--- src/hw/rtl/pct_pkg.sv ---
// Shared types, constants and code table of the prefix code text encoder.
// Used by pct_packer and prefix_code_text_encoder.
package pct_pkg;

    localparam int SymW    = 8;
    localparam int ByteW   = 8;
    localparam int CodeW   = 13;
    localparam int LenW    = 5;
    localparam int PendW   = 7;
    localparam int PcntW   = 3;
    localparam int StreamW = PendW + 20;
    localparam int QDepth  = 4;
    localparam int QIdxW   = 2;
    localparam int QCntW   = 3;

    localparam logic [CodeW-1:0] TermCode = 13'd8190;
    localparam logic [LenW-1:0]  TermLen  = 5'd13;
    localparam logic             ModeChar  = 1'b0;
    localparam logic             ModeFlush = 1'b1;

    typedef struct packed {
        logic [CodeW-1:0] code_left;
        logic [LenW-1:0]  len;
    } code_t;

    typedef struct packed {
        logic             last;
        logic [ByteW-1:0] data;
    } word_t;

    typedef struct packed {
        logic [1:0]       count;
        word_t [2:0]      words;
        logic [PendW-1:0] pend;
        logic [PcntW-1:0] pend_cnt;
    } pack_t;

    function automatic code_t lookup_code(input logic [SymW-1:0] sym);
        logic [4:0] rank;
        logic       hit;
        logic [4:0] off5;
        logic [2:0] off;
        code_t      res;
        hit  = 1'b1;
        rank = 5'd0;
        unique case (sym)
            8'h65: rank = 5'd0;
            8'h74: rank = 5'd1;
            8'h61: rank = 5'd2;
            8'h6f: rank = 5'd3;
            8'h6e: rank = 5'd4;
            8'h73: rank = 5'd5;
            8'h68: rank = 5'd6;
            8'h72: rank = 5'd7;
            8'h64: rank = 5'd8;
            8'h6c: rank = 5'd9;
            8'h69: rank = 5'd10;
            8'h63: rank = 5'd11;
            8'h75: rank = 5'd12;
            8'h6d: rank = 5'd13;
            8'h77: rank = 5'd14;
            8'h66: rank = 5'd15;
            8'h67: rank = 5'd16;
            8'h79: rank = 5'd17;
            8'h70: rank = 5'd18;
            8'h62: rank = 5'd19;
            8'h76: rank = 5'd20;
            8'h6b: rank = 5'd21;
            8'h6a: rank = 5'd22;
            8'h78: rank = 5'd23;
            8'h71: rank = 5'd24;
            8'h7a: rank = 5'd25;
            default: hit = 1'b0;
        endcase
        if (!hit) begin
            res.code_left = '0;
            res.len       = 5'd1;
        end else if (rank < 5'd7) begin
            off5          = rank;
            off           = off5[2:0];
            res.code_left = {1'b1, off, 9'b0};
            res.len       = 5'd4;
        end else if (rank < 5'd14) begin
            off5          = rank - 5'd7;
            off           = off5[2:0];
            res.code_left = {4'hf, off, 6'b0};
            res.len       = 5'd7;
        end else if (rank < 5'd21) begin
            off5          = rank - 5'd14;
            off           = off5[2:0];
            res.code_left = {7'h7f, off, 3'b0};
            res.len       = 5'd10;
        end else begin
            off5          = rank - 5'd21;
            off           = off5[2:0];
            res.code_left = {10'h3ff, off};
            res.len       = 5'd13;
        end
        return res;
    endfunction

endpackage

--- src/hw/rtl/pct_packer.sv ---
// Code lookup and MSB-first byte packing for one input word.
// Depends on pct_pkg.
module pct_packer (
    input  logic                      mode,
    input  logic [pct_pkg::SymW-1:0]  symbol,
    input  logic [pct_pkg::PendW-1:0] pend_bits,
    input  logic [pct_pkg::PcntW-1:0] pend_cnt,
    output pct_pkg::pack_t            pack
);
    import pct_pkg::*;

    code_t              code;
    logic [StreamW-1:0] stream;
    logic [LenW-1:0]    total;
    logic [1:0]         nfull;
    logic [ByteW-1:0]   b0, b1, b2, remb;

    always_comb begin
        if (mode == ModeFlush) begin
            code.code_left = TermCode;
            code.len       = TermLen;
        end else begin
            code = lookup_code(symbol);
        end
        stream = {pend_bits, 20'b0} | ({code.code_left, 14'b0} >> pend_cnt);
        total  = {2'b0, pend_cnt} + code.len;
        nfull  = total[4:3];
        b0     = stream[26:19];
        b1     = stream[18:11];
        b2     = stream[10:3];
        unique case (nfull)
            2'd0:    remb = b0;
            2'd1:    remb = b1;
            default: remb = b2;
        endcase
        pack.words[0] = {1'b0, b0};
        pack.words[1] = {1'b0, b1};
        pack.words[2] = {1'b0, b2};
        if (mode == ModeFlush) begin
            pack.count    = nfull + 2'd1;
            pack.words[nfull].last = 1'b1;
            pack.pend     = '0;
            pack.pend_cnt = '0;
        end else begin
            pack.count    = nfull;
            pack.pend     = remb[7:1];
            pack.pend_cnt = total[2:0];
        end
    end

endmodule

--- src/hw/rtl/prefix_code_text_encoder.sv ---
// Prefix code text encoder: symbol stream in, packed byte stream out.
// Depends on pct_pkg and pct_packer.
//
// Input words carry one ASCII symbol in s_tdata and the mode in s_tuser:
// mode 0 encodes the symbol, mode 1 ends the message. Space and any byte
// outside a..z take the one-bit code 0; letters take 4 to 13 bits.
// Output words are packed bytes, MSB first; m_tlast marks the final
// zero-padded byte of a message, which always follows end of message.
// A character gives 0 to 2 bytes, end of message 2 or 3 bytes.
// When the queue is empty, the first byte of a word shows on m_tvalid in the
// cycle after the word is taken. The output side moves one byte per cycle
// while m_tready is high. The byte queue holds four entries; s_tready is
// high while at most one byte waits, so a word is taken in every cycle as
// long as each word yields at most one byte and the receiver does not
// stall; otherwise the input waits while the output side drains the queue.
// When the receiver stalls, the head byte holds and the queue fills until
// s_tready falls. Reset empties the queue and clears the pending bits,
// so the next symbol starts a byte-aligned message.
module prefix_code_text_encoder (
    input  logic                      aclk,
    input  logic                      aresetn,
    input  logic                      s_tvalid,
    output logic                      s_tready,
    input  logic [pct_pkg::SymW-1:0]  s_tdata,   // [7:0] symbol
    input  logic [0:0]                s_tuser,   // [0] mode
    output logic                      m_tvalid,
    input  logic                      m_tready,
    output logic [pct_pkg::ByteW-1:0] m_tdata,   // [7:0] out_byte
    output logic                      m_tlast
);
    import pct_pkg::*;

    word_t [QDepth-1:0] q_reg, q_next;
    logic [QCntW-1:0]   cnt_reg, cnt_next;
    logic [PendW-1:0]   pend_reg;
    logic [PcntW-1:0]   pcnt_reg;
    pack_t              pk;
    logic               accept, pop;
    logic [QCntW-1:0]   base, push_n, rel;

    pct_packer u_packer (
        .mode      (s_tuser[0]),
        .symbol    (s_tdata),
        .pend_bits (pend_reg),
        .pend_cnt  (pcnt_reg),
        .pack      (pk)
    );

    assign s_tready = (cnt_reg < 3'd2);
    assign m_tvalid = (cnt_reg != '0);
    assign m_tdata  = q_reg[0].data;
    assign m_tlast  = q_reg[0].last;
    assign accept   = s_tvalid & s_tready;
    assign pop      = m_tvalid & m_tready;

    always_comb begin
        base     = cnt_reg - QCntW'(pop);
        push_n   = accept ? {1'b0, pk.count} : '0;
        cnt_next = base + push_n;
        rel      = '0;
        for (int i = 0; i < QDepth; i++) begin
            if (pop && i < QDepth - 1) begin
                q_next[i] = q_reg[i+1];
            end else begin
                q_next[i] = q_reg[i];
            end
            rel = QCntW'(i) - base;
            if (accept && QCntW'(i) >= base && rel < push_n) begin
                q_next[i] = pk.words[rel[1:0]];
            end
        end
    end

    always_ff @(posedge aclk) begin
        if (!aresetn) begin
            cnt_reg  <= '0;
            pend_reg <= '0;
            pcnt_reg <= '0;
        end else begin
            cnt_reg <= cnt_next;
            if (accept) begin
                pend_reg <= pk.pend;
                pcnt_reg <= pk.pend_cnt;
            end
        end
    end

    always_ff @(posedge aclk) begin
        q_reg <= q_next;
    end

endmodule

--- config.mk ---
export PLATFORM = sky130hd
export DESIGN_NAME = prefix_code_text_encoder
export DESIGN_NICKNAME = d
export VERILOG_FILES = /design/src/hw/rtl/pct_pkg.sv /design/src/hw/rtl/pct_packer.sv /design/src/hw/rtl/prefix_code_text_encoder.sv
export SDC_FILE = /design/constraint.sdc
export NUM_CORES = 1
export LEC_CHECK = 0
export ABC_AREA = 1
export BUFFER_PORTS_ARGS = -buffer_cell sky130_fd_sc_hd__clkbuf_2
export CAP_MARGIN = 30
export CORE_ASPECT_RATIO = 0.8
export CORE_UTILIZATION = 60
export DETAILED_ROUTE_END_ITERATION = 7
export PLACE_DENSITY = 0.78
export SETUP_SLACK_MARGIN = 0.05
export SLEW_MARGIN = 20
export SYNTH_ARGS = -nofsm -noshare
export SYNTH_HDL_FRONTEND = slang
export SYNTH_SLANG_ARGS = --single-unit
--- constraint.sdc ---
create_clock -name aclk -period 7.3 [get_ports aclk]
set_input_delay 1.46 -clock aclk [delete_from_list [all_inputs] [get_ports aclk]]
set_output_delay 1.46 -clock aclk [all_outputs]
set_load 0.01 [all_outputs]
==> impl_metrics.csv, run 1 <==
group,metric,value,unit
finish,n_antenna_cell,0,
finish,drive_gt1_share,11.29,%
sta,whs,0.4686,ns
floorplanning,start_util,63.97,%
synthesis,synth_area,0.004538,mm²
power_and_ir_drop,power_density,378.0,mW/mm²
critical_path,crit_type,"in2reg",
clock_network,ctsHoldBuffers,0,
outcome,status,"complete, no violations",
grt,grt_pass1_wl,19140,µm
synthesis,yosys_warnings,0,
clock_network,htree_num_levels,2,
floorplanning,io_pins,24,
clock_network,numClockSinks,49,
sta,finalHoldViolCount,0,
hold_path,hold_end,"pend_reg[6]",
finish,largest_reg_flops,27,
power_and_ir_drop,irDropWorstVdd,0.0004654,V
critical_path,critical_path.slowest_cell,"nor3_1",
grt,grt_usage,30.87,%
finish,final_nets,731,
grt,grt_use_met3,5.079,%
sta,clock.fmax,151.1,MHz
clock_network,post-cts-setup-buffers,0,
sta,setup_violations,0,
clock_network,ctsResizeCount,0,
place,gp_congestion,0.9247,
clock_network,cts_tree,"done",
hold_path,hold-path-cell-count,2,
critical_path,cp_num_buf_inv,8,
power_and_ir_drop,power_frac_clock,9.5,%
critical_path,critPathLaunchType,"primary input",
synthesis,synth.area.top_cells,"edfxtp_1 (24%), nand2_1 (20%), nand3_1 (11%)",
finish,area_growth_syn_to_layout,3.970,%
sta,finClkSkew,0.02001,ns
grt,grt_pass1_vias,4044,
sta,fin_crit_sh,90.64,%
critical_path,rrSetupSlack,2.59,ns
floorplanning,placement_rows,27,
clock_network,clkTransAtPathRegs,0.10,ns
critical_path,cpMostUsedCell,"nand2_1",
drt,antenna_left,0,
power_and_ir_drop,p_switching,0.9082,mW
drt,totalWireLength,11340,µm
critical_path,rr_endpoint,"m_tlast",
clock_network,cts.path.max_buffers,2,
critical_path,critPathLaunch,"s_tdata[7]",
synthesis,ys_seq_elements,49,
critical_path,r2r_start,"cnt_reg[2]",
drt,vias_per_cell,5.781,
drt,drtIter0Drc,555,
critical_path,cp-end-kind,"flip-flop",
floorplanning,die_area,0.007917,mm²
critical_path,reg2regPathDepth,17,
critical_path,worstPathRequired,7.36,ns
synthesis,yosysSeqAreaShare,29.56,%
drt,drc,0,
floorplanning,dieWidth,99.24,µm
drt,route.vias.total,4498,
critical_path,slowest_delay,0.40,ns
floorplanning,die_h,79.79,µm
clock_network,cts_made_buffers,5,
grt,use_met2,48.61,%
sta,finalSetupTns,0,ns
hold_path,hp-class,"reg2reg",
synthesis,synthDistinctLibCells,43,
hold_path,hold_start,"pend_reg[6]",
clock_network,cts_root_buf,"clkbuf_8",
drt,routedWlPerCell,14.58,µm
synthesis,synth.net_count,730,
power_and_ir_drop,internal_power,0.8754,mW
place,io_buffers,23,
power_and_ir_drop,p_sw_share,50.92,%
critical_path,crit_fanout,15,
flow_run,drv_cap,0,
floorplanning,core_area,0.007094,mm²
sta,period_needed,6.616,ns
clock_network,clk_latency,0.31,ns
sta,tightestPinTransition,0.7798,ns
grt,gr-total-overflow,0,
synthesis,synthCells,689,
sta,rsz0062_at_grt,"false",
drt,drt_first_pass_iters,6,
power_and_ir_drop,leakagePower,2.293,nW
power_and_ir_drop,pwr-share-comb,62.6,%
finish,fillers,633,
synthesis,avgSynthCellArea,6.587,µm²
grt,grt_max_degree,33,
critical_path,critical_path_arrival,6.68,ns
critical_path,cpLargestDelayFamily,"simple AND/OR/NAND/NOR gates",
grt,busiest_layer,"met2",
synthesis,yosysTopAreaCell,"edfxtp_1",
sta,slew_violations,0,
sta,relSlewSlack,47.82,%
grt,use_met1,44.91,%
power_and_ir_drop,power_frac_seq,27.9,%
place,place_hpwl,9053,µm
synthesis,yosysTopAreaCellShare,23.82,%
grt,antenna_found_initial,0,
[power by group through the flow]
stage	Combinational, mW	Clock (mW)	Sequential (mW)
after global placement	1.07	0	0.502
after floorplan	0.842	0	0.491
after global routing	1.26	0.179	0.507
after CTS	1.09	0.171	0.498
final	1.12	0.170	0.498
after detailed placement	1.09	0	0.505
[per-layer routing]
| metal | part of all wire (%) | vias up |
|---|---|---|
| met5 | 0 | - |
| met4 | 0.87 | 0 |
| met3 | 8.3 | 12 |
| met2 | 43 | 214 |
| met1 | 47 | 2019 |
| li1 | - | 2253 |
[how the worst max path moves through the flow]
stage,to,slack [ns],cells after the start
floorplan,m_tdata[0],1.00,31
global placement,m_tdata[3],0.38,32
detailed placement,m_tdata[0],0.18,32
CTS,m_tdata[0],0.48,32
global route,m_tlast,0.12,30
finish,m_tlast,0.68,34
[synthesized netlist by cell type, drive strengths merged]
master	number
o211ai	5
a21o	1
clkinv	3
clkbuf	14
nand4	11
or2	2
a21oi	32
buf	20
nand3b	2
o21a	2
ha	26
nand3	106
xor2	2
inv	59
a211o	1
o21bai	1
edfxtp	36
fa	2
o21ai	28
xnor2	2
a31oi	1
dfxtp	13
nor3	5
a221o	1
nand2	252
a211oi	1
nor2	61
[cell usage in the layout, fill, tap and decap left out, types with 2 or more instances in the layout]
cell	synthesis	final
clkbuf_2	0	23
clkinv_1	3	3
o211ai_1	5	5
nor2_4	5	5
nand3_2	6	6
nand2_4	2	2
nand2_2	11	11
nor2_2	4	5
o21ai_0	17	17
o21a_1	2	2
fa_1	2	2
buf_4	9	5
nand2_1	239	239
inv_2	6	7
o21ai_1	10	10
xnor2_1	2	2
xor2_1	2	2
nor3_1	5	5
edfxtp_1	36	36
nand3b_1	2	2
inv_1	52	51
ha_1	26	26
dfxtp_1	13	13
a21oi_1	31	31
nand3_1	99	99
nor2_1	51	50
clkbuf_8	0	5
nand4_1	11	11
[worst min-delay path: stages (launching register included)]
cell     delay, ns
dfxtp_1       0.32
nand2_1       0.06
a21oi_1       0.06
[cell families (layout without fill, tap and decap cells)]
family                   Yosys count  after routing  share of synthesized area (%)
AND/OR/NAND/NOR                  439            439                          43.53
buffers and inverters             96             98                          9.098
AO/OA/AOI/OAI                     73             73                          8.989
flip-flops                        49             49                          29.56
adder cells (fa/ha/maj)           28             28                          8.051
XOR/XNOR                           4              4                         0.7721
[per-stage QoR]
| stage | cells | total power, mW | utilization [%] | instance area, µm² | setup WS (ns) |
|---|---|---|---|---|---|
| floorplan | 689 | 1.333 | - | 4538 | 1.004 |
| finish | 778 | 1.784 | 66.51 | 4718 | 0.6835 |
| CTS | 778 | 1.762 | 66.47 | 4716 | 0.4753 |
| global route | 778 | 1.950 | 66.51 | 4718 | 0.1236 |
| global placement | 770 | 1.570 | 65.15 | 4622 | 0.3810 |
| detailed placement | 770 | 1.590 | 65.15 | 4622 | 0.1781 |
[cell type report]
type	instances	area, µm²	share of cell area (%)
clock buffers	5	68.82	1.458
inverters	62	235.2	4.985
clock inverters	3	25.02	0.5304
repair buffers	28	152.6	3.235
multi-input cells	544	2786	59.06
flip-flops and latches	49	1341	28.43
well taps	87	108.9	2.307
Power figures use the tool's default switching activity.
==> inputs of run 2 (changes only) <==
--- a/config.mk
+++ b/config.mk
@@ -9,6 +9,7 @@
 export BUFFER_PORTS_ARGS = -buffer_cell sky130_fd_sc_hd__clkbuf_2
 export CAP_MARGIN = 30
 export CORE_ASPECT_RATIO = 0.8
+export CORE_MARGIN = 2
 export CORE_UTILIZATION = 60
 export DETAILED_ROUTE_END_ITERATION = 7
 export PLACE_DENSITY = 0.78
==> run 2 against run 1 <==
Critical path depth decreased by 2. Total power is essentially flat. Via count increased by 1.6%. Sequential share of layout area about the same. Routed wire length up 1.8%. Largest power group unchanged. Die area rose by 4.6%. Combinational power hardly changed. Flip-flop and latch count stayed put. Clock skew is 0.012 ns lower. Final area about the same.
==> impl_metrics.csv, run 2 (same netlist as run 1, synthesis figures left out) <==
group,metric,value,unit
outcome,status,"complete, no violations",
sta,tightestPinTransition,0.7663,ns
place,io_buffers,23,
clock_network,ctsHoldBuffers,0,
drt,totalWireLength,11550,µm
critical_path,cpMostUsedCell,"nand2_1",
sta,slew_violations,0,
floorplanning,die_area,0.008280,mm²
sta,fin_crit_sh,92.08,%
clock_network,clkTransAtPathRegs,0.09,ns
finish,largest_reg_flops,27,
floorplanning,die_h,81.79,µm
place,gp_congestion,0.9468,
drt,drt_first_pass_iters,5,
place,place_hpwl,9167,µm
grt,gr-total-overflow,0,
grt,grt_usage,29.14,%
critical_path,rrSetupSlack,2.53,ns
finish,final_cell_mix,"nand2_1 (239), nand3_1 (99), inv_1 (52)",
power_and_ir_drop,power,1.784,mW
power_and_ir_drop,power_density,378.5,mW/mm²
critical_path,critical_path_arrival,6.71,ns
finish,final_nets,730,
grt,grt_pass1_wl,19000,µm
sta,rsz0062_at_grt,"false",
critical_path,worstPathRequired,7.29,ns
drt,route.vias.total,4571,
critical_path,critical_path.slowest_cell,"fa_1",
sta,finClkSkew,0.008408,ns
flow_run,drv_cap,0,
power_and_ir_drop,irDropWorstVdd,0.0005544,V
clock_network,cts_made_buffers,5,
sta,finalHoldViolCount,0,
drt,antenna_left,0,
place,post-place-ws,0.1517,ns
floorplanning,start_util,61.68,%
clock_network,clk_latency,0.32,ns
finish,final_area,0.004715,mm²
finish,final_common_cell,"nand2_1",
clock_network,cts_tree,"done",
grt,grt_pass1_vias,4069,
finish,fin_util,64.08,%
sta,worst_slack,0.5780,ns
hold_path,hp-class,"reg2reg",
critical_path,crit_fanout,15,
drt,vias_per_cell,5.860,
critical_path,cp-end-kind,"flip-flop",
drt,routedWlPerCell,14.81,µm
sta,whs,0.4751,ns
sta,finalSetupTns,0,ns
drt,drtIter0Drc,589,
clock_network,cts_root_buf,"clkbuf_8",
floorplanning,io_pins,24,
finish,drive_gt1_share,11.01,%
finish,n_antenna_cell,0,
critical_path,critPathLaunchType,"primary input",
clock_network,htree_num_levels,2,
floorplanning,core_area,0.007357,mm²
sta,period_needed,6.722,ns
finish,final_cells,780,
grt,grt_max_degree,33,
clock_network,cts.path.max_buffers,2,
clock_network,numClockSinks,49,
place,placed_cell_area,0.004618,mm²
drt,drc,0,
floorplanning,placement_rows,28,
critical_path,slowest_delay,0.38,ns
sta,relSlewSlack,48.72,%
sta,setup_violations,0,
place,place_inst,772,
sta,clock.fmax,148.8,MHz
floorplanning,dieWidth,101.2,µm
finish,area_growth_syn_to_layout,3.887,%
power_and_ir_drop,leakagePower,2.289,nW
grt,antenna_found_initial,0,
critical_path,crit_type,"in2reg",
run 2: area by class of cell:
class                      instances  area (µm²)
clock buffer                       5       68.82
clock inverter                     3       25.02
fill                             704        2643
inverter                          62       235.2
multi-input combinational        544        2786
sequential                        49        1341
tap                               90       112.6
timing repair buffer              27       145.1
run 2: worst paths after layout:
path          startpoint     endpoint  cells after the start
max reg2reg   cnt_reg[2]   m_tdata[7]                     15
min reg2reg  pend_reg[2]  pend_reg[2]                      2
min          pend_reg[2]  pend_reg[2]                      2
max           s_tdata[7]   m_tdata[7]                     32
run 2: routing by layer:
layer | wire length, µm | vias to the layer above | global-route usage, %
met1 | 5339 | 2070 | 41.59
met4 | 154 | 0 | 6.351
met3 | 964 | 20 | 4.426
met2 | 5091 | 224 | 47.09
li1 | - | 2257 | -
met5 | 0 | - | 0
run 2: worst max-delay path: cells and delay by family:
family | cells | cell delay, ns
adder cells (fa/ha/maj) | 5 | 1.39
AND/OR/NAND/NOR | 17 | 2.46
buffers and inverters | 8 | 0.94
AO/OA/AOI/OAI | 2 | 0.46
run 2: timing repair:
item | 4_1_cts | 5_1_grt
endpoints found under the hold margin | 0 | 0
setup buffers | 0 | 0
endpoints found under the setup margin | 0 | 17
resized for setup | 0 | 1
run 2: where the power goes:
| group | leakage, nW | switching [mW] | internal [mW] |
|---|---|---|---|
| combinational | 1.80 | 0.777 | 0.340 |
| clock | 0.0452 | 0.101 | 0.0700 |
| sequential | 0.444 | 0.0328 | 0.464 |
| total | 2.29 | 0.911 | 0.874 |
